### src/hw/rtl/stt_pkg.sv
// Shared types, constants and tables of the source text tokenizer
package stt_pkg;

   localparam int LINE_BITS      = 16;
   localparam int COLUMN_BITS    = 12;
   localparam int KEYWORD_COUNT  = 5;
   localparam int LEN_BITS       = 12;
   localparam int VALUE_BITS     = 32;
   localparam int KIND_BITS      = 5;
   localparam int QUEUE_DEPTH    = 4;
   localparam int QUEUE_PTR_BITS = $clog2(QUEUE_DEPTH);

   localparam logic [KEYWORD_COUNT-1:0] KW_ALL = {KEYWORD_COUNT{1'b1}};

   // Token kinds
   localparam logic [KIND_BITS-1:0] KIND_NUMBER = 5'd0;
   localparam logic [KIND_BITS-1:0] KIND_IDENT  = 5'd1;
   localparam logic [KIND_BITS-1:0] KIND_FUNC   = 5'd2;
   localparam logic [KIND_BITS-1:0] KIND_PLUS   = 5'd7;
   localparam logic [KIND_BITS-1:0] KIND_MINUS  = 5'd8;
   localparam logic [KIND_BITS-1:0] KIND_STAR   = 5'd9;
   localparam logic [KIND_BITS-1:0] KIND_DIV    = 5'd10;
   localparam logic [KIND_BITS-1:0] KIND_LPAREN = 5'd11;
   localparam logic [KIND_BITS-1:0] KIND_RPAREN = 5'd12;
   localparam logic [KIND_BITS-1:0] KIND_LBRACE = 5'd13;
   localparam logic [KIND_BITS-1:0] KIND_RBRACE = 5'd14;
   localparam logic [KIND_BITS-1:0] KIND_SEMI   = 5'd15;
   localparam logic [KIND_BITS-1:0] KIND_COMMA  = 5'd16;
   localparam logic [KIND_BITS-1:0] KIND_ASSIGN = 5'd17;
   localparam logic [KIND_BITS-1:0] KIND_EQ     = 5'd18;
   localparam logic [KIND_BITS-1:0] KIND_NE     = 5'd19;
   localparam logic [KIND_BITS-1:0] KIND_NOT    = 5'd20;
   localparam logic [KIND_BITS-1:0] KIND_ANDAND = 5'd21;
   localparam logic [KIND_BITS-1:0] KIND_OROR   = 5'd22;
   localparam logic [KIND_BITS-1:0] KIND_LT     = 5'd23;
   localparam logic [KIND_BITS-1:0] KIND_LE     = 5'd24;
   localparam logic [KIND_BITS-1:0] KIND_GT     = 5'd25;
   localparam logic [KIND_BITS-1:0] KIND_GE     = 5'd26;
   localparam logic [KIND_BITS-1:0] KIND_ERROR  = 5'd27;
   localparam logic [KIND_BITS-1:0] KIND_END    = 5'd28;

   // Keyword spellings, zero padded; unused rows are empty
   localparam logic [7:0] KW_TEXT [8][8] = '{
      '{"f", "u", "n", "c", 8'h00, 8'h00, 8'h00, 8'h00},
      '{"i", "f", 8'h00, 8'h00, 8'h00, 8'h00, 8'h00, 8'h00},
      '{"e", "l", "s", "e", 8'h00, 8'h00, 8'h00, 8'h00},
      '{"w", "h", "i", "l", "e", 8'h00, 8'h00, 8'h00},
      '{"r", "e", "t", "u", "r", "n", 8'h00, 8'h00},
      '{8'h00, 8'h00, 8'h00, 8'h00, 8'h00, 8'h00, 8'h00, 8'h00},
      '{8'h00, 8'h00, 8'h00, 8'h00, 8'h00, 8'h00, 8'h00, 8'h00},
      '{8'h00, 8'h00, 8'h00, 8'h00, 8'h00, 8'h00, 8'h00, 8'h00}
   };
   localparam logic [2:0] KW_LEN [8] = '{3'd4, 3'd2, 3'd4, 3'd5, 3'd6, 3'd0, 3'd0, 3'd0};

   // Scanner modes
   typedef enum logic [7:0] {
      MODE_IDLE       = 8'b0000_0001,
      MODE_NUMBER     = 8'b0000_0010,
      MODE_IDENT      = 8'b0000_0100,
      MODE_SLASH      = 8'b0000_1000,
      MODE_LINE       = 8'b0001_0000,
      MODE_BLOCK      = 8'b0010_0000,
      MODE_BLOCK_STAR = 8'b0100_0000,
      MODE_OPER       = 8'b1000_0000
   } mode_type;

   // Operator character waiting for a possible second character
   typedef enum logic [2:0] {
      OP_ASSIGN = 3'd0,
      OP_BANG   = 3'd1,
      OP_AMP    = 3'd2,
      OP_BAR    = 3'd3,
      OP_LT     = 3'd4,
      OP_GT     = 3'd5
   } op_type;

   typedef struct packed {
      logic [KIND_BITS-1:0]   kind;
      logic [LINE_BITS-1:0]   line;
      logic [COLUMN_BITS-1:0] column;
      logic [LEN_BITS-1:0]    length;
      logic [VALUE_BITS-1:0]  value;
      logic                   last;
   } tok_type;

   // All tokens caused by one input item
   typedef struct packed {
      tok_type first;
      tok_type second;
      logic    two;
   } group_type;

   typedef struct packed {
      logic      push;
      group_type grp;
   } push_type;

endpackage

### src/hw/rtl/stt_req_if.sv
// Input channel: one source byte or end marker per transfer
interface stt_req_if;
   logic       valid;
   logic       ready;
   logic [7:0] char_byte;
   logic       end_of_text;

   modport source (output valid, char_byte, end_of_text, input ready);
   modport sink (input valid, char_byte, end_of_text, output ready);
endinterface

### src/hw/rtl/stt_rsp_if.sv
// Result channel: one token per transfer
interface stt_rsp_if;
   import stt_pkg::*;

   logic                   valid;
   logic                   ready;
   logic [KIND_BITS-1:0]   token_kind;
   logic [LINE_BITS-1:0]   start_line;
   logic [COLUMN_BITS-1:0] start_column;
   logic [LEN_BITS-1:0]    token_length;
   logic [VALUE_BITS-1:0]  number_value;
   logic                   last_of_run;

   modport source (output valid, token_kind, start_line, start_column, token_length,
                   number_value, last_of_run, input ready);
   modport sink (input valid, token_kind, start_line, start_column, token_length,
                 number_value, last_of_run, output ready);
endinterface

### src/hw/rtl/stt_front.sv
// Scanner front end: takes one byte per cycle while the queue has room and builds the token group it causes
module stt_front (
   input  logic              clock,
   input  logic              reset,
   stt_req_if.sink           req_bus,
   input  logic              q_full,
   output stt_pkg::push_type push_out
);
   import stt_pkg::*;

   localparam logic [LINE_BITS-1:0]   LINE_MAX = '1;
   localparam logic [COLUMN_BITS-1:0] COL_MAX  = '1;
   localparam logic [LEN_BITS-1:0]    LEN_MAX  = '1;

   // Scanner state
   mode_type                 mode_ff, mode_in;
   op_type                   pend_ff, pend_in;
   logic [LINE_BITS-1:0]     line_ff, line_in;
   logic [COLUMN_BITS-1:0]   col_ff, col_in;
   logic [LINE_BITS-1:0]     tok_line_ff, tok_line_in;
   logic [COLUMN_BITS-1:0]   tok_col_ff, tok_col_in;
   logic [LEN_BITS-1:0]      len_ff, len_in;
   logic [VALUE_BITS-1:0]    acc_ff, acc_in;
   logic [KEYWORD_COUNT-1:0] cand_ff, cand_in;
   logic                     ended_ff, ended_in;

   logic                     take;
   logic [7:0]               c;
   logic                     c_digit, c_alpha, c_space;
   logic [LEN_BITS-1:0]      len_inc;
   logic [VALUE_BITS+3:0]    acc_wide;
   logic [VALUE_BITS-1:0]    acc_next;

   // Start classification
   mode_type                 st_mode;
   op_type                   st_op;
   logic                     st_emit;
   logic [KIND_BITS-1:0]     st_kind;

   // Pending token, single operator and pair
   logic                     fl_emits;
   logic [KIND_BITS-1:0]     fl_kind;
   logic [KIND_BITS-1:0]     id_kind;
   logic [KIND_BITS-1:0]     op1_kind;
   logic [KIND_BITS-1:0]     op2_kind;
   logic                     op2_hit;

   logic                     do_flush, do_start;
   tok_type                  fl_tok, sec_tok;
   logic                     sec_valid;

   function automatic logic [KEYWORD_COUNT-1:0] kw_filter(
      input logic [KEYWORD_COUNT-1:0] cand,
      input logic [LEN_BITS-1:0]      pos,
      input logic [7:0]               ch
   );
      logic [KEYWORD_COUNT-1:0] keep;
      keep = '0;
      for (int k = 0; k < KEYWORD_COUNT; k++) begin
         if (cand[k] && (pos < LEN_BITS'(KW_LEN[k])) && (KW_TEXT[k][pos[2:0]] == ch)) begin
            keep[k] = 1'b1;
         end
      end
      return keep;
   endfunction

   assign req_bus.ready = !q_full;
   assign take          = req_bus.valid && req_bus.ready;
   assign c             = req_bus.char_byte;

   // Character classes
   assign c_digit = (c >= "0") && (c <= "9");
   assign c_alpha = ((c >= "a") && (c <= "z")) || ((c >= "A") && (c <= "Z"));
   assign c_space = (c == " ") || ((c >= 8'd9) && (c <= 8'd13));

   // Saturating length and decimal accumulate (x*10 as two shifts)
   assign len_inc  = (len_ff == LEN_MAX) ? len_ff : len_ff + 1'b1;
   assign acc_wide = (VALUE_BITS+4)'({acc_ff, 3'b000}) + (VALUE_BITS+4)'({acc_ff, 1'b0})
                   + (VALUE_BITS+4)'(c[3:0]);
   assign acc_next = (|acc_wide[VALUE_BITS+3:VALUE_BITS]) ? '1 : acc_wide[VALUE_BITS-1:0];

   // What a byte does when it opens a token
   always_comb begin
      st_mode = MODE_IDLE;
      st_op   = OP_ASSIGN;
      st_emit = 1'b0;
      st_kind = KIND_ERROR;
      if (c_space) begin
         st_mode = MODE_IDLE;
      end else if (c_digit) begin
         st_mode = MODE_NUMBER;
      end else if (c_alpha || (c == "_")) begin
         st_mode = MODE_IDENT;
      end else begin
         unique case (c)
            "/": st_mode = MODE_SLASH;
            "=": begin st_mode = MODE_OPER; st_op = OP_ASSIGN; end
            "!": begin st_mode = MODE_OPER; st_op = OP_BANG; end
            "&": begin st_mode = MODE_OPER; st_op = OP_AMP; end
            "|": begin st_mode = MODE_OPER; st_op = OP_BAR; end
            "<": begin st_mode = MODE_OPER; st_op = OP_LT; end
            ">": begin st_mode = MODE_OPER; st_op = OP_GT; end
            "+": begin st_emit = 1'b1; st_kind = KIND_PLUS; end
            "-": begin st_emit = 1'b1; st_kind = KIND_MINUS; end
            "*": begin st_emit = 1'b1; st_kind = KIND_STAR; end
            "(": begin st_emit = 1'b1; st_kind = KIND_LPAREN; end
            ")": begin st_emit = 1'b1; st_kind = KIND_RPAREN; end
            "{": begin st_emit = 1'b1; st_kind = KIND_LBRACE; end
            "}": begin st_emit = 1'b1; st_kind = KIND_RBRACE; end
            ";": begin st_emit = 1'b1; st_kind = KIND_SEMI; end
            ",": begin st_emit = 1'b1; st_kind = KIND_COMMA; end
            default: begin st_emit = 1'b1; st_kind = KIND_ERROR; end
         endcase
      end
   end

   // Identifier or keyword: lowest surviving keyword of matching length wins
   always_comb begin
      id_kind = KIND_IDENT;
      for (int k = KEYWORD_COUNT - 1; k >= 0; k--) begin
         if (cand_ff[k] && (len_ff == LEN_BITS'(KW_LEN[k]))) begin
            id_kind = KIND_FUNC + KIND_BITS'(k);
         end
      end
   end

   // Operator kinds, alone or paired with the incoming byte
   always_comb begin
      op1_kind = KIND_ERROR;
      op2_kind = KIND_ERROR;
      op2_hit  = 1'b0;
      unique case (pend_ff)
         OP_ASSIGN: begin op1_kind = KIND_ASSIGN; op2_kind = KIND_EQ; op2_hit = (c == "="); end
         OP_BANG:   begin op1_kind = KIND_NOT; op2_kind = KIND_NE; op2_hit = (c == "="); end
         OP_AMP:    begin op2_kind = KIND_ANDAND; op2_hit = (c == "&"); end
         OP_BAR:    begin op2_kind = KIND_OROR; op2_hit = (c == "|"); end
         OP_LT:     begin op1_kind = KIND_LT; op2_kind = KIND_LE; op2_hit = (c == "="); end
         OP_GT:     begin op1_kind = KIND_GT; op2_kind = KIND_GE; op2_hit = (c == "="); end
         default:   begin op1_kind = KIND_ERROR; op2_hit = 1'b0; end
      endcase
   end

   // Token left in the scanner when it is closed
   always_comb begin
      fl_emits = 1'b1;
      fl_kind  = KIND_ERROR;
      unique case (mode_ff)
         MODE_NUMBER: fl_kind = KIND_NUMBER;
         MODE_IDENT:  fl_kind = id_kind;
         MODE_SLASH:  fl_kind = KIND_DIV;
         MODE_OPER:   fl_kind = op1_kind;
         default:     fl_emits = 1'b0;
      endcase
      fl_tok.kind   = fl_kind;
      fl_tok.line   = tok_line_ff;
      fl_tok.column = tok_col_ff;
      fl_tok.length = ((mode_ff == MODE_NUMBER) || (mode_ff == MODE_IDENT)) ? len_ff
                                                                            : LEN_BITS'(1);
      fl_tok.value  = (mode_ff == MODE_NUMBER) ? acc_ff : '0;
      fl_tok.last   = 1'b0;
   end

   // Per-byte scanner step
   always_comb begin
      mode_in     = mode_ff;
      pend_in     = pend_ff;
      line_in     = line_ff;
      col_in      = col_ff;
      tok_line_in = tok_line_ff;
      tok_col_in  = tok_col_ff;
      len_in      = len_ff;
      acc_in      = acc_ff;
      cand_in     = cand_ff;
      ended_in    = ended_ff;
      do_flush    = 1'b0;
      do_start    = 1'b0;
      sec_valid   = 1'b0;
      sec_tok     = '0;

      if (take && !ended_ff) begin
         if (req_bus.end_of_text) begin
            // flush, then the end token at the current position
            do_flush       = 1'b1;
            mode_in        = MODE_IDLE;
            ended_in       = 1'b1;
            sec_valid      = 1'b1;
            sec_tok.kind   = KIND_END;
            sec_tok.line   = line_ff;
            sec_tok.column = col_ff;
         end else begin
            unique case (mode_ff)
               MODE_NUMBER: begin
                  if (c_digit) begin
                     acc_in = acc_next;
                     len_in = len_inc;
                  end else begin
                     do_flush = 1'b1;
                     do_start = 1'b1;
                  end
               end
               MODE_IDENT: begin
                  if (c_alpha || c_digit) begin
                     cand_in = kw_filter(cand_ff, len_ff, c);
                     len_in  = len_inc;
                  end else begin
                     do_flush = 1'b1;
                     do_start = 1'b1;
                  end
               end
               MODE_SLASH: begin
                  if (c == "/") begin
                     mode_in = MODE_LINE;
                  end else if (c == "*") begin
                     mode_in = MODE_BLOCK;
                  end else begin
                     do_flush = 1'b1;
                     do_start = 1'b1;
                  end
               end
               MODE_LINE: begin
                  if (c == 8'h0a) begin
                     mode_in = MODE_IDLE;
                  end
               end
               MODE_BLOCK, MODE_BLOCK_STAR: begin
                  if ((mode_ff == MODE_BLOCK_STAR) && (c == "/")) begin
                     mode_in = MODE_IDLE;
                  end else begin
                     mode_in = (c == "*") ? MODE_BLOCK_STAR : MODE_BLOCK;
                  end
               end
               MODE_OPER: begin
                  if (op2_hit) begin
                     mode_in        = MODE_IDLE;
                     sec_valid      = 1'b1;
                     sec_tok.kind   = op2_kind;
                     sec_tok.line   = tok_line_ff;
                     sec_tok.column = tok_col_ff;
                     sec_tok.length = LEN_BITS'(2);
                  end else begin
                     do_flush = 1'b1;
                     do_start = 1'b1;
                  end
               end
               default: do_start = 1'b1;
            endcase

            // opening a new token
            if (do_start) begin
               mode_in = st_mode;
               if (!c_space) begin
                  tok_line_in = line_ff;
                  tok_col_in  = col_ff;
               end
               if (st_mode == MODE_NUMBER) begin
                  len_in = LEN_BITS'(1);
                  acc_in = VALUE_BITS'(c[3:0]);
               end
               if (st_mode == MODE_IDENT) begin
                  len_in  = LEN_BITS'(1);
                  cand_in = kw_filter(KW_ALL, '0, c);
               end
               if (st_mode == MODE_OPER) begin
                  pend_in = st_op;
               end
               if (st_emit) begin
                  sec_valid      = 1'b1;
                  sec_tok.kind   = st_kind;
                  sec_tok.line   = line_ff;
                  sec_tok.column = col_ff;
                  sec_tok.length = LEN_BITS'(1);
               end
            end

            // position tracking
            if (c == 8'h0a) begin
               line_in = (line_ff == LINE_MAX) ? line_ff : line_ff + 1'b1;
               col_in  = '0;
            end else begin
               col_in = (col_ff == COL_MAX) ? col_ff : col_ff + 1'b1;
            end
         end
      end
   end

   // Pack the group of this byte into a queue entry
   always_comb begin
      push_out = '0;
      if (do_flush && fl_emits) begin
         push_out.push        = 1'b1;
         push_out.grp.first   = fl_tok;
         push_out.grp.second  = sec_tok;
         push_out.grp.two     = sec_valid;
         push_out.grp.first.last  = !sec_valid;
         push_out.grp.second.last = 1'b1;
      end else if (sec_valid) begin
         push_out.push           = 1'b1;
         push_out.grp.first      = sec_tok;
         push_out.grp.first.last = 1'b1;
      end
   end

   always_ff @(posedge clock) begin
      if (reset) begin
         mode_ff     <= MODE_IDLE;
         pend_ff     <= OP_ASSIGN;
         line_ff     <= '0;
         col_ff      <= COLUMN_BITS'(1);
         tok_line_ff <= '0;
         tok_col_ff  <= '0;
         len_ff      <= '0;
         acc_ff      <= '0;
         cand_ff     <= KW_ALL;
         ended_ff    <= 1'b0;
      end else begin
         mode_ff     <= mode_in;
         pend_ff     <= pend_in;
         line_ff     <= line_in;
         col_ff      <= col_in;
         tok_line_ff <= tok_line_in;
         tok_col_ff  <= tok_col_in;
         len_ff      <= len_in;
         acc_ff      <= acc_in;
         cand_ff     <= cand_in;
         ended_ff    <= ended_in;
      end
   end

endmodule

### src/hw/rtl/stt_queue.sv
// Short queue of token groups between scanner and output stage
module stt_queue (
   input  logic               clock,
   input  logic               reset,
   input  stt_pkg::push_type  push_in,
   output logic               full,
   input  logic               pop,
   output stt_pkg::group_type head,
   output logic               not_empty
);
   import stt_pkg::*;

   group_type                 mem_ff [QUEUE_DEPTH];
   logic [QUEUE_PTR_BITS-1:0] wr_ptr_ff, wr_ptr_in;
   logic [QUEUE_PTR_BITS-1:0] rd_ptr_ff, rd_ptr_in;
   logic [QUEUE_PTR_BITS:0]   count_ff, count_in;
   logic                      do_push, do_pop;

   assign full      = (count_ff == (QUEUE_PTR_BITS+1)'(QUEUE_DEPTH));
   assign not_empty = (count_ff != '0);
   assign head      = mem_ff[rd_ptr_ff];

   assign do_push = push_in.push && !full;
   assign do_pop  = pop && not_empty;

   // Pointer and fill bookkeeping
   always_comb begin
      wr_ptr_in = do_push ? wr_ptr_ff + 1'b1 : wr_ptr_ff;
      rd_ptr_in = do_pop ? rd_ptr_ff + 1'b1 : rd_ptr_ff;
      count_in  = count_ff;
      if (do_push && !do_pop) begin
         count_in = count_ff + 1'b1;
      end else if (do_pop && !do_push) begin
         count_in = count_ff - 1'b1;
      end
   end

   always_ff @(posedge clock) begin
      if (reset) begin
         wr_ptr_ff <= '0;
         rd_ptr_ff <= '0;
         count_ff  <= '0;
      end else begin
         wr_ptr_ff <= wr_ptr_in;
         rd_ptr_ff <= rd_ptr_in;
         count_ff  <= count_in;
      end
   end

   // Entry storage
   always_ff @(posedge clock) begin
      if (do_push) begin
         mem_ff[wr_ptr_ff] <= push_in.grp;
      end
   end

endmodule

### src/hw/rtl/stt_back.sv
// Output stage: sends the queued groups one token per transfer
module stt_back (
   input  logic               clock,
   input  logic               reset,
   input  stt_pkg::group_type head,
   input  logic               not_empty,
   output logic               pop,
   stt_rsp_if.source          rsp_bus
);
   import stt_pkg::*;

   tok_type out_ff, out_in;
   logic    out_valid_ff, out_valid_in;
   tok_type hold_ff, hold_in;
   logic    hold_valid_ff, hold_valid_in;
   logic    out_free;

   assign out_free = !out_valid_ff || rsp_bus.ready;
   assign pop      = out_free && !hold_valid_ff && not_empty;

   // Second token of a pair goes out before the next group
   always_comb begin
      out_in        = out_ff;
      out_valid_in  = out_valid_ff;
      hold_in       = hold_ff;
      hold_valid_in = hold_valid_ff;
      if (out_free) begin
         if (hold_valid_ff) begin
            out_in        = hold_ff;
            out_valid_in  = 1'b1;
            hold_valid_in = 1'b0;
         end else if (not_empty) begin
            out_in        = head.first;
            out_valid_in  = 1'b1;
            hold_in       = head.second;
            hold_valid_in = head.two;
         end else begin
            out_valid_in = 1'b0;
         end
      end
   end

   always_ff @(posedge clock) begin
      if (reset) begin
         out_valid_ff  <= 1'b0;
         hold_valid_ff <= 1'b0;
      end else begin
         out_valid_ff  <= out_valid_in;
         hold_valid_ff <= hold_valid_in;
      end
   end

   always_ff @(posedge clock) begin
      out_ff  <= out_in;
      hold_ff <= hold_in;
   end

   assign rsp_bus.valid        = out_valid_ff;
   assign rsp_bus.token_kind   = out_ff.kind;
   assign rsp_bus.start_line   = out_ff.line;
   assign rsp_bus.start_column = out_ff.column;
   assign rsp_bus.token_length = out_ff.length;
   assign rsp_bus.number_value = out_ff.value;
   assign rsp_bus.last_of_run  = out_ff.last;

endmodule

### src/hw/rtl/source_text_tokenizer_unit.sv
// Top level of the streaming source text tokenizer
//
//   channel   direction  transfer carries
//   req_bus   in         one source byte, or the end marker
//   rsp_bus   out        one token: kind, start line/column, length, value, last flag
//
// A byte is taken every cycle while the group queue (4 entries) has room.
// A byte causing no token pushes nothing; one or two tokens share one queue entry and leave as separate transfers.
// First token of a byte passes through a queue entry and then the output register.
// Reset is synchronous; no clearing pass is needed.
// A stalled result side fills the queue, then req_bus.ready drops.
module source_text_tokenizer_unit (
   input  logic      clock,
   input  logic      reset,
   stt_req_if.sink   req_bus,
   stt_rsp_if.source rsp_bus
);
   import stt_pkg::*;

   push_type  push_grp;
   group_type head_grp;
   logic      q_full;
   logic      q_not_empty;
   logic      q_pop;

   stt_front u_front (
      .clock    (clock),
      .reset    (reset),
      .req_bus  (req_bus),
      .q_full   (q_full),
      .push_out (push_grp)
   );

   stt_queue u_queue (
      .clock     (clock),
      .reset     (reset),
      .push_in   (push_grp),
      .full      (q_full),
      .pop       (q_pop),
      .head      (head_grp),
      .not_empty (q_not_empty)
   );

   stt_back u_back (
      .clock     (clock),
      .reset     (reset),
      .head      (head_grp),
      .not_empty (q_not_empty),
      .pop       (q_pop),
      .rsp_bus   (rsp_bus)
   );

endmodule

### src/flat_wrapper.sv
// flat-port wrapper written by rule: the top's interface ports become plain ports
module source_text_tokenizer_unit_flat import stt_pkg::*;
  (clock, reset, req_bus_valid, req_bus_char_byte, req_bus_end_of_text, req_bus_ready, rsp_bus_valid, rsp_bus_token_kind, rsp_bus_start_line, rsp_bus_start_column, rsp_bus_token_length, rsp_bus_number_value, rsp_bus_last_of_run, rsp_bus_ready);
  stt_req_if req_bus_i ();
  stt_rsp_if rsp_bus_i ();
  input  logic clock;
  input  logic reset;
  input wire logic [$bits(req_bus_i.valid)-1:0] req_bus_valid;
  input wire logic [$bits(req_bus_i.char_byte)-1:0] req_bus_char_byte;
  input wire logic [$bits(req_bus_i.end_of_text)-1:0] req_bus_end_of_text;
  output wire logic [$bits(req_bus_i.ready)-1:0] req_bus_ready;
  output wire logic [$bits(rsp_bus_i.valid)-1:0] rsp_bus_valid;
  output wire logic [$bits(rsp_bus_i.token_kind)-1:0] rsp_bus_token_kind;
  output wire logic [$bits(rsp_bus_i.start_line)-1:0] rsp_bus_start_line;
  output wire logic [$bits(rsp_bus_i.start_column)-1:0] rsp_bus_start_column;
  output wire logic [$bits(rsp_bus_i.token_length)-1:0] rsp_bus_token_length;
  output wire logic [$bits(rsp_bus_i.number_value)-1:0] rsp_bus_number_value;
  output wire logic [$bits(rsp_bus_i.last_of_run)-1:0] rsp_bus_last_of_run;
  input wire logic [$bits(rsp_bus_i.ready)-1:0] rsp_bus_ready;
  assign req_bus_i.valid = req_bus_valid;
  assign req_bus_i.char_byte = req_bus_char_byte;
  assign req_bus_i.end_of_text = req_bus_end_of_text;
  assign req_bus_ready = req_bus_i.ready;
  assign rsp_bus_valid = rsp_bus_i.valid;
  assign rsp_bus_token_kind = rsp_bus_i.token_kind;
  assign rsp_bus_start_line = rsp_bus_i.start_line;
  assign rsp_bus_start_column = rsp_bus_i.start_column;
  assign rsp_bus_token_length = rsp_bus_i.token_length;
  assign rsp_bus_number_value = rsp_bus_i.number_value;
  assign rsp_bus_last_of_run = rsp_bus_i.last_of_run;
  assign rsp_bus_i.ready = rsp_bus_ready;
  source_text_tokenizer_unit u_core (.clock(clock), .reset(reset), .req_bus(req_bus_i), .rsp_bus(rsp_bus_i));
endmodule
### config.mk
export PLATFORM = sky130hd
export DESIGN_NAME = source_text_tokenizer_unit_flat
export DESIGN_NICKNAME = d
export VERILOG_FILES = /design/src/hw/rtl/stt_pkg.sv /design/src/hw/rtl/stt_req_if.sv /design/src/hw/rtl/stt_rsp_if.sv /design/src/hw/rtl/stt_front.sv /design/src/hw/rtl/stt_queue.sv /design/src/hw/rtl/stt_back.sv /design/src/hw/rtl/source_text_tokenizer_unit.sv /design/src/flat_wrapper.sv
export SDC_FILE = /design/constraint.sdc
export NUM_CORES = 1
export LEC_CHECK = 0
export BUFFER_PORTS_ARGS = -buffer_cell sky130_fd_sc_hd__buf_2
export CAP_MARGIN = 20
export CORE_ASPECT_RATIO = 1.4
export CORE_MARGIN = 3
export CORE_UTILIZATION = 55
export DETAILED_ROUTE_END_ITERATION = 12
export GPL_TIMING_DRIVEN = 1
export PLACE_DENSITY = 0.73
export SLEW_MARGIN = 5
export SYNTH_ARGS = -nofsm -noshare
export SYNTH_HDL_FRONTEND = slang
export SYNTH_HIERARCHICAL = 1
export SYNTH_SLANG_ARGS = --single-unit
### constraint.sdc
create_clock -name clock -period 7.6 [get_ports clock]
set_clock_uncertainty 0.1 [all_clocks]
set_input_delay 0.76 -clock clock [delete_from_list [all_inputs] [get_ports clock]]
set_output_delay 0.76 -clock clock [all_outputs]
set_load 0.02 [all_outputs]
==> run_results.csv, run 1 <==
group,metric,value,unit
synth,syn_area_per_cell,15.8,um2
setup_path,r2r_start,"u_core/u_front/mode_ff[4]$_SDFFE_PP0P_",
power_and_ir_drop,p_int,9.82,mW
floorplan,core_area,70500,um2
run_status,outcome,"finished clean",
detailed_routing,dr.first_iter.drc_count,1496,
setup_path,critPathKind,"register to register",
cts,clock_latency,640,ps
setup_path,cp_slowest_cell,"and2_4",
place,dpl.cell_count,3418,
synth,synthesis.area,39300,um2
setup_path,path_common_cell,"inv_1",
synth,ys_warn_count,6,
flow_run,drv_cap,0,
cts,cts_tree,"done",
setup_path,cp_slowest_stage_delay,590,ps
floorplan,dieArea,74800,um2
place,gp_congestion,0.874,
synth,async_reset_ff_frac,0,
sta,post-route-period-util,0.666,
detailed_routing,wire_per_inst,23.4,um
cts,root_buffer,"clkbuf_16",
sta,max_slew.worst_pin.slew,1020,ps
floorplan,rows,115,
cells_and_area,nets,2662,
global_route,grt_first_pass_wirelength,131,mm
cts,ctsResizeCount,0,
cells_and_area,finalNonFillerCells,3575,
sta,fin_crit,5060,ps
global_route,antenna_found_initial,8,
sta,setup_viol,0,
detailed_routing,dr.pass1.iters,7,
detailed_routing,num_vias,21554,
setup_path,worstSetupStartpointType,"register",
setup_path,r2r_cells,13,
cts,cts_sinks,912,
power_and_ir_drop,vdd_ir_drop_max,0.259,mV
hold_path,holdPathStages,3,
sta,max_freq,198,MHz
synth,synthCells,2491,
synth,synth_cell_types,93,
global_route,grt_max_degree,116,
detailed_routing,ant_nets,0,
cts,cts_buffers,83,
sta,hold_slack,333,ps
cells_and_area,multiInputGateArea,12100,um2
cells_and_area,register_area,26100,um2
global_route,grt_pass1_vias,22690,
floorplan,die_x,232,um
synth,synth_flop_cell,"edfxtp_1",
sta,setup_ws,2540,ps
sta,hold_viol,0,
floorplan,initial_core_util,0.558,
setup_path,worst_ep_required_time,7750,ps
cells_and_area,fill_cells,5289,
global_route,overflow,0,
floorplan,io_pins,93,
synth,synth_edf_count,784,
cts,post_cts_buffers,0,
sta,rsz0062_at_grt,"false",
sta,slew-limit-headroom,0.306,
detailed_routing,viasPerCell,6.03,
cells_and_area,layout-area-overhead-vs-synth,9.03,%
detailed_routing,drcViolationCount,0,
setup_path,cp_cell_sequence,"or4_4 > nor4_2 > o41ai_2 > o31ai_4 > o211ai_2 > nand2b_1 > o21ai_1 > ha_1 > inv_1 > inv_1 > nor2_1 > and2_4 > buf_12",
global_route,grt_use_total,0.227,
setup_path,cp_data_arrival_time,5210,ps
cts,cts.hold.buffers_added,0,
synth,ys_ff_latch,912,
place,io_buffer_count,92,
synth,seq_area_frac_synth,0.664,
power_and_ir_drop,p_sw,3.77,mW
power_and_ir_drop,swShare,0.278,
sta,drv_slew,0,
place,dp_hpwl,52.6,mm
power_and_ir_drop,leakagePower,14.2,nW
detailed_routing,totalWireLength,83.8,mm
setup_path,end_kind,"register",
cells_and_area,drive_gt1_frac,0.201,
power_and_ir_drop,comb_power_share,0.210,
place,dpl_worst_slack,2020,ps
hold_path,hp-class,"primary input to register",
cts,clockBufferDepth,3,
power_and_ir_drop,power.density,317,nW/um2
setup_path,crit_path_max_fanout,97,
setup_path,critPathLaunch,"u_core/u_front/mode_ff[4]$_SDFFE_PP0P_",
power_and_ir_drop,p_clk_frac,0.293,
floorplan,die_h,322,um
sta,fin_tns_setup,0,ps
cts,cts_max_level,3,
power_and_ir_drop,seqPwrFrac,0.497,
hold_path,hp-start,"req_bus_valid",
cts,clk_pin_slew,60,ps
[registers in the layout (all words and copies together), names as in the netlist, named ones only]
register / flops
u_core/u_back/rsp_bus.token_kind: 5
u_core/u_back/rsp_bus.number_value: 32
u_core/u_front/tok_col_ff: 12
u_core/u_back/rsp_bus.token_length: 12
u_core/u_front/cand_ff: 5
u_core/u_front/acc_ff: 32
u_core/u_front/mode_ff: 8
u_core/u_queue/count_ff: 3
u_core/u_front/line_ff: 16
u_core/u_front/col_ff: 12
u_core/u_queue/mem_ff: 628
u_core/u_front/pend_ff: 3
u_core/u_back/hold_valid_ff: 1
u_core/u_queue/wr_ptr_ff: 2
u_core/u_back/rsp_bus.start_column: 12
u_core/u_front/ended_ff: 1
u_core/u_front/len_ff: 12
u_core/u_back/hold_ff: 78
u_core/u_back/rsp_bus.valid: 1
u_core/u_front/tok_line_ff: 16
u_core/u_back/rsp_bus.last_of_run: 1
u_core/u_back/rsp_bus.start_line: 16
u_core/u_queue/rd_ptr_ff: 2
[cell families (layout without fill, tap and decap cells)]
group	after synthesis	count (layout)	synth area share
muxes	267	267	0.120
other	1	47	0.0000954
DFF	912	912	0.664
buffers and inverters	210	312	0.0340
and+or+nand+nor	547	547	0.0705
AOI/OAI and AO/OA	408	408	0.0702
xor gates and xnor gates	64	64	0.0143
adders and majority gates	82	82	0.0267
[Yosys cell counts, types with 9 or more instances]
cell,count,share of area
a22oi_1,31,0.0059
ha_1,79,0.025
o21ai_0,78,0.0099
a21oi_1,122,0.016
nand2b_1,19,0.0030
a211oi_1,10,0.0019
nand2_1,100,0.0095
mux2i_1,31,0.0079
dfxtp_1,128,0.065
nor2_1,172,0.016
xnor2_1,25,0.0056
buf_1,9,0.00086
nand3_1,42,0.0053
mux2_2,79,0.023
and2_1,54,0.0086
nor2b_1,13,0.0021
mux4_2,157,0.090
a211oi_2,9,0.0029
o31ai_1,11,0.0021
o22ai_1,10,0.0016
a22o_1,30,0.0067
or3_1,18,0.0029
clkbuf_1,55,0.0053
buf_2,29,0.0037
a21o_1,13,0.0025
nor4_1,13,0.0021
buf_12,11,0.0056
xor2_1,39,0.0087
edfxtp_1,784,0.60
nand4_1,15,0.0024
a31oi_1,12,0.0019
and3_1,16,0.0025
buf_6,20,0.0057
nor3_1,42,0.0053
o211ai_1,10,0.0019
inv_1,37,0.0035
buf_4,48,0.0092
[power groups by stage]
| stage | Sequential (mW) | Clock (mW) | Combinational, mW |
|---|---|---|---|
| after detailed placement | 6.87 | 0 | 2.93 |
| after global placement | 6.84 | 0 | 2.91 |
| after floorplan | 7.16 | 0 | 1.92 |
| after CTS | 6.77 | 4.08 | 2.95 |
| after global routing | 6.83 | 4.26 | 3.08 |
| final | 6.76 | 3.98 | 2.86 |
[layout make-up]
| class | count | area share |
|---|---|---|
| flip-flops and latches | 912 | 0.609 |
| well taps | 936 | 0.0273 |
| clock buffers | 113 | 0.0532 |
| multi-input cells | 1411 | 0.281 |
| diodes | 4 | 0.000233 |
| inverters | 38 | 0.00339 |
| repair buffers | 121 | 0.0182 |
| clock inverters | 40 | 0.00703 |
[critical path: cells and delay by family (launching register included)]
family	cells	cell delay (ps)
fa+ha+maj	1	240
buf+inv	3	560
compound gates	4	800
simple gates	5	2330
flops	1	380
[worst paths after layout]
path                                             to  slack (ps)
min reg2reg  u_core/u_front/cand_ff[4]$_SDFFE_PP1P_         400
max reg2reg  u_core/u_queue/mem_ff[3][35]$_DFFE_PP_        2540
min            u_core/u_front/ended_ff$_SDFFE_PP0P_         330
max          u_core/u_queue/mem_ff[3][35]$_DFFE_PP_        2540
[routing by layer]
metal / part of all wire / wire, um / up-vias / GRT usage
li1: - / - / 9821 / -
met2: 0.54 / 45400 / 540 / 0.422
met3: 0.041 / 3470 / 168 / 0.0321
met4: 0.032 / 2670 / 8 / 0.0809
met1: 0.38 / 32200 / 11017 / 0.270
met5: 0.00050 / 42 / - / 0
[layout by cell type, fill, tap and decap left out, types with 43 or more instances in the layout]
| master | n |
|---|---|
| edfxtp_1 | 784 |
| nor2_1 | 171 |
| mux4_2 | 157 |
| dfxtp_1 | 125 |
| a21oi_1 | 122 |
| nand2_1 | 100 |
| buf_2 | 91 |
| clkbuf_16 | 85 |
| mux2_2 | 79 |
| ha_1 | 79 |
| o21ai_0 | 78 |
| and2_1 | 50 |
| conb_1 | 43 |
[through the flow]
| stage | util | power [mW] | cell area (um2) |
|---|---|---|---|
| 6_report | 0.608 | 13.6 | 42900 |
| 3_3_place_gp | 0.571 | 9.75 | 40300 |
| 2_1_floorplan | - | 9.08 | 39500 |
| 5_1_grt | 0.608 | 14.2 | 42900 |
| 4_1_cts | 0.608 | 13.8 | 42900 |
| 3_5_place_dp | 0.571 | 9.80 | 40300 |
Note: power is estimated with default switching activity, not from simulation.
==> run 2, diff against run 1 <==
Settings changed: PLACE_DENSITY 0.73 to 0.7.
Clock period 7.6 ns to 4.96 ns, I/O delays scaled along.
==> run_results.csv, run 2 (synthesis gave the netlist of run 1 again) <==
group,metric,value,unit
run_status,outcome,"finished clean",
sta,slew-limit-headroom,0.358,
power_and_ir_drop,vdd_ir_drop_max,0.359,mV
detailed_routing,ant_nets,0,
global_route,grt_max_degree,66,
sta,drv_slew,0,
floorplan,rows,115,
floorplan,core_area,70500,um2
sta,max_freq,237,MHz
detailed_routing,drcViolationCount,0,
global_route,antenna_found_initial,7,
floorplan,io_pins,93,
hold_path,holdPathEnd,"u_core/u_back/hold_valid_ff$_SDFFE_PP0P_",
sta,rsz0062_at_grt,"false",
floorplan,initial_core_util,0.558,
cts,cts_sinks,912,
sta,max_slew.worst_pin.slew,963,ps
cells_and_area,final_util,0.618,
cts,cts_buffers,84,
cts,clockBufferDepth,3,
cts,cts_max_level,3,
global_route,overflow,0,
place,gp_congestion,0.887,
setup_path,r2r_slack,730,ps
cts,clk_pin_slew,60,ps
hold_path,holdPathStages,3,
detailed_routing,dr.pass1.iters,5,
global_route,grt_pass1_vias,22815,
power_and_ir_drop,power.density,494,nW/um2
setup_path,crit_path_max_fanout,8,
cells_and_area,top_register,"u_core/u_queue/mem_ff",
cts,post_cts_buffers,0,
place,io_buffer_count,92,
floorplan,dieArea,74800,um2
cells_and_area,largest_register_ffs,628,
detailed_routing,viasPerCell,6.08,
flow_run,drv_cap,0,
power_and_ir_drop,p_clk_frac,0.307,
power_and_ir_drop,p_int,15.6,mW
setup_path,critPathKind,"register to register",
detailed_routing,totalWireLength,86.2,mm
sta,post-route-period-util,0.852,
detailed_routing,wire_per_inst,23.9,um
cts,root_buffer,"clkbuf_16",
cells_and_area,nets,2699,
sta,fin_crit,4230,ps
cells_and_area,fill_cells,5154,
setup_path,r2r_start,"u_core/u_front/mode_ff[7]$_SDFFE_PP0P_",
cells_and_area,layout_commonest_cell,"edfxtp_1",
cts,clock_latency,650,ps
cts,cts.hold.buffers_added,0,
setup_path,r2r_cells,16,
place,dpl_worst_slack,555,ps
power_and_ir_drop,leakagePower,14.6,nW
setup_path,end_kind,"register",
hold_path,hp-start,"rsp_bus_ready",
setup_path,worst_ep_required_time,5410,ps
detailed_routing,num_vias,21967,
cells_and_area,drive_gt1_frac,0.212,
cts,ctsResizeCount,0,
power_and_ir_drop,comb_power_share,0.210,
floorplan,die_h,322,um
cells_and_area,final_cell_mix,"edfxtp_1, nor2_1, mux4_2, dfxtp_1, a21oi_1",
sta,setup_viol,0,
cells_and_area,biggestRegsByFlops,"u_core/u_queue/mem_ff (628), u_core/u_back/hold_ff (78)",
place,dp_hpwl,55.6,mm
power_and_ir_drop,swShare,0.275,
setup_path,cp_data_arrival_time,4680,ps
power_and_ir_drop,seqPwrFrac,0.483,
setup_path,worstSetupStartpointType,"register",
global_route,grt_first_pass_wirelength,134,mm
sta,setup_ws,733,ps
hold_path,hp-class,"primary input to register",
floorplan,die_x,232,um
cells_and_area,layout-area-overhead-vs-synth,10.9,%
power_and_ir_drop,p_sw,5.93,mW
setup_path,worstReg2RegEnd,"u_core/u_queue/count_ff[2]$_SDFFE_PP0P_",
detailed_routing,dr.first_iter.drc_count,1507,
global_route,grt_use_total,0.235,
sta,hold_viol,0,
cts,cts_tree,"done",
==> run 2: cell count changes in the layout (fill, tap and decap cells not counted), moves of 2 or more <==
cell,before,now
clkinv_4,3,1
clkbuf_1,23,18
buf_12,8,23
clkinv_2,16,9
bufinv_16,2,9
inv_6,5,3
clkbuf_8,5,9
buf_4,22,43
clkinv_1,8,14
==> run 2: power by group through the flow <==
stage	combinational [mW]	clock, mW	sequential [mW]
6_report	4.53	6.60	10.4
5_1_grt	4.87	7.05	10.5
4_1_cts	4.66	6.74	10.4
3_5_place_dp	4.64	0	10.6
3_3_place_gp	4.60	0	10.5
2_1_floorplan	2.95	0	10.9
==> run 2: worst max-delay path by stage <==
stage / startpoint / to / slack, ps / depth (start not counted)
6_report: u_core/u_front/mode_ff[7]$_SDFFE_PP0P_ / u_core/u_queue/count_ff[2]$_SDFFE_PP0P_ / 730 / 16
5_1_grt: u_core/u_front/mode_ff[7]$_SDFFE_PP0P_ / u_core/u_queue/count_ff[2]$_SDFFE_PP0P_ / 510 / 17
4_1_cts: u_core/u_front/mode_ff[4]$_SDFFE_PP0P_ / u_core/u_queue/count_ff[2]$_SDFFE_PP0P_ / 760 / 16
3_5_place_dp: req_bus_char_byte[0] / u_core/u_queue/count_ff[2]$_SDFFE_PP0P_ / 560 / 18
3_3_place_gp: req_bus_char_byte[0] / u_core/u_queue/count_ff[2]$_SDFFE_PP0P_ / 570 / 18
2_1_floorplan: req_bus_char_byte[1] / u_core/u_queue/mem_ff[0][0]$_DFFE_PP_ / -540 / 14
==> run 2: per-stage QoR <==
step                cells  hold WS, ps  power (mW)  area (um2)  TNS (ps)
floorplan            2533          347        13.8       39500   -337400
global placement     3454          365        15.1       40700         0
detailed placement   3454          372        15.2       40700         0
CTS                  3610         41.5        21.8       43600         0
global route         3612         59.7        22.4       43600         0
finish               3615         81.2        21.5       43600         0
==> run 2: per-layer routing <==
| layer | vias to the layer above | routed length, um | share of wire | track usage |
|---|---|---|---|---|
| met5 | - | 40 | 0.00046 | 0 |
| li1 | 9918 | - | - | - |
| met2 | 603 | 47100 | 0.55 | 0.432 |
| met4 | 4 | 3100 | 0.036 | 0.0912 |
| met1 | 11275 | 32200 | 0.37 | 0.277 |
| met3 | 167 | 3790 | 0.044 | 0.0364 |
==> run 2: layout make-up <==
cell class / count / area, um2 / area share
Antenna cell: 5 / 12.5 / 0.000287
Clock buffer: 112 / 2320 / 0.0532
Clock inverter: 44 / 523 / 0.0120
Inverter: 38 / 145 / 0.00333
Multi-Input combinational cell: 1411 / 12100 / 0.277
Sequential cell: 912 / 26100 / 0.599
Tap cell: 936 / 1170 / 0.0269
Timing Repair Buffer: 157 / 1240 / 0.0284
==> run 2: critical path, stage by stage, from the launching register on <==
cell and delay (ps):
dfxtp_1 380, or4_4 610, nor3_4 290, o21ai_2 180
o31ai_4 300, nor3_2 100, or3_1 390, ha_1 220
inv_1 50, inv_1 50, nor2_1 190, ha_1 220
inv_1 70, fa_1 380, xor2_1 160, or3_1 310
a21oi_1 150
==> run 3, diff against run 2 <==
Settings changed: CORE_MARGIN 3 to default, PLACE_DENSITY 0.7 to 0.73.
Clock period 4.96 ns to 3.63 ns, I/O delays scaled along.
==> run_results.csv, run 3 (synthesis gave the netlist of run 1 again) <==
group,metric,value,unit
setup_path,critPathKind,"register to register",
cells_and_area,layout-area-overhead-vs-synth,14.9,%
cells_and_area,top_register,"u_core/u_queue/mem_ff",
cells_and_area,final_area,45200,um2
setup_path,worstReg2RegEnd,"u_core/u_queue/count_ff[2]$_SDFFE_PP0P_",
global_route,grt_util_met2,0.461,
detailed_routing,drcViolationCount,0,
cts,cts_max_level,3,
setup_path,critPathLaunch,"u_core/u_front/mode_ff[5]$_SDFFE_PP0P_",
setup_path,end_kind,"register",
hold_path,holdPathStages,3,
run_status,outcome,"finished clean",
place,io_buffer_count,92,
global_route,overflow,0,
sta,rsz0062_at_grt,"true",
setup_path,cp_cell_sequence,"or4_4 > nor3_4 > o21ai_2 > o31ai_4 > nor3_2 > or3_4 > ha_4 > inv_2 > inv_2 > nor2_4 > ha_4 > inv_2 > fa_2 > xor2_1 > or3_1 > a21oi_2",
cells_and_area,largest_register_ffs,628,
place,placed_area,42100,um2
floorplan,die_x,228,um
power_and_ir_drop,leakagePower,15.5,nW
cts,clockBufferDepth,3,
sta,hold_slack,91.7,ps
setup_path,r2r_start,"u_core/u_front/mode_ff[5]$_SDFFE_PP0P_",
detailed_routing,totalWireLength,86.9,mm
setup_path,worstSetupStartpointType,"register",
detailed_routing,dr.pass1.iters,6,
cts,cts_buffers,85,
cells_and_area,finalNonFillerCells,3783,
detailed_routing,dr.first_iter.drc_count,1522,
setup_path,crit_path_max_fanout,4,
place,gp_congestion,0.915,
cts,cts_sinks,912,
floorplan,core_area,70500,um2
cells_and_area,nets,2869,
global_route,grt.met1_usage,0.275,
cts,root_buffer,"clkbuf_16",
global_route,grt_use_total,0.243,
cells_and_area,biggestRegsByFlops,"u_core/u_queue/mem_ff (628), u_core/u_back/hold_ff (78)",
global_route,grt_util_met3,0.0328,
setup_path,endpoint,"u_core/u_queue/count_ff[2]$_SDFFE_PP0P_",
cells_and_area,drive_gt1_frac,0.274,
cells_and_area,final_cell_mix,"edfxtp_1, buf_4, nor2_1, mux4_2, a21oi_1",
sta,setup_ws,22.0,ps
setup_path,worst_ep_required_time,4120,ps
cells_and_area,layout_commonest_cell,"edfxtp_1",
sta,max_freq,277,MHz
place,dp_hpwl,56.9,mm
detailed_routing,viasPerCell,5.96,
place,dpl_worst_slack,-272,ps
flow_run,drv_cap,0,
sta,post-route-period-util,0.994,
detailed_routing,wire_per_inst,23.0,um
global_route,grt_max_degree,84,
setup_path,cp_data_arrival_time,4100,ps
global_route,antenna_found_initial,7,
detailed_routing,ant_nets,0,
setup_path,cp_slowest_stage_delay,570,ps
cts,clk_pin_slew,60,ps
sta,slew-limit-headroom,0.458,
floorplan,dieArea,72600,um2
detailed_routing,num_vias,22534,
setup_path,cp_slowest_cell,"or4_4",
floorplan,io_pins,93,
sta,max_slew.worst_pin.slew,811,ps
setup_path,path_common_cell,"inv_2",
sta,hold_viol,0,
setup_path,r2r_cells,16,
global_route,grt_first_pass_wirelength,136,mm
cells_and_area,final_util,0.641,
sta,fin_crit,3610,ps
hold_path,hp-class,"primary input to register",
global_route,grt_pass1_vias,23811,
power_and_ir_drop,power.density,656,nW/um2
floorplan,rows,115,
global_route,grt-busiest-layer,"met2",
sta,setup_viol,0,
cts,clock_latency,660,ps
setup_path,r2r_slack,20,ps
place,dpl.cell_count,3619,
floorplan,die_h,318,um
cts,cts_tree,"done",
sta,drv_slew,0,
power_and_ir_drop,vdd_ir_drop_max,0.589,mV
floorplan,initial_core_util,0.558,
-- run 3: worst min path at each step --
stage	startpoint	end	slack, ps
finish	req_bus_end_of_text	u_core/u_front/ended_ff$_SDFFE_PP0P_	90
global route	req_bus_end_of_text	u_core/u_front/ended_ff$_SDFFE_PP0P_	120
CTS	req_bus_end_of_text	u_core/u_front/ended_ff$_SDFFE_PP0P_	80
detailed placement	u_core/u_front/cand_ff[4]$_SDFFE_PP1P_	u_core/u_front/cand_ff[4]$_SDFFE_PP1P_	380
global placement	u_core/u_front/cand_ff[1]$_SDFFE_PP1P_	u_core/u_front/cand_ff[1]$_SDFFE_PP1P_	380
floorplan	u_core/u_front/cand_ff[4]$_SDFFE_PP1P_	u_core/u_front/cand_ff[4]$_SDFFE_PP1P_	350
-- run 3: repair_timing --
action | 4_1_cts | 5_1_grt
resized for setup | 8 | 35
setup buffers | 1 | 2
pin swaps | 7 | 12
setup endpoints to repair | 30 | 32
hold buffers | 2 | 0
hold endpoints to repair | 2 | 0
-- run 3: layout make-up --
cell class              count  area [um2]
fillers                  4987       25300
multi-input cells        1411       12200
repair buffers            326        2610
diodes                      1        2.50
flip-flops and latches    912       26100
well taps                 936        1170
clock buffers             110        2390
inverters                  38         145
clock inverters            49         508
-- run 3: where the power goes --
part | switching [mW] | internal (mW) | total [mW]
Clock | 3.87 | 5.20 | 9.07
Combinational | 3.79 | 2.71 | 6.49
Sequential | 0.508 | 13.6 | 14.1
Total | 8.17 | 21.5 | 29.6
-- run 3: critical path: cells and delay by family, from the launching register on --
family	cells	cell delay (ps)
AO/OA/AOI/OAI	3	500
XOR/XNOR	1	150
adder cells (fa/ha/maj)	3	640
buffers and inverters	3	140
flip-flops	1	340
AND/OR/NAND/NOR	6	1670
-- run 3: metal layers --
metal  routed length, um  share of wire
met1               32600           0.37
met2               48100           0.55
met3                3290          0.038
met4                2890          0.033
met5                  71        0.00082
-- run 3: stage by stage --
stage          power (mW)  TNS (ps)
6_report             29.6         0
2_1_floorplan        18.8   -479670
4_1_cts              30.0         0
3_3_place_gp         20.8     -4730
3_5_place_dp         20.9    -17530
5_1_grt              30.8      -137
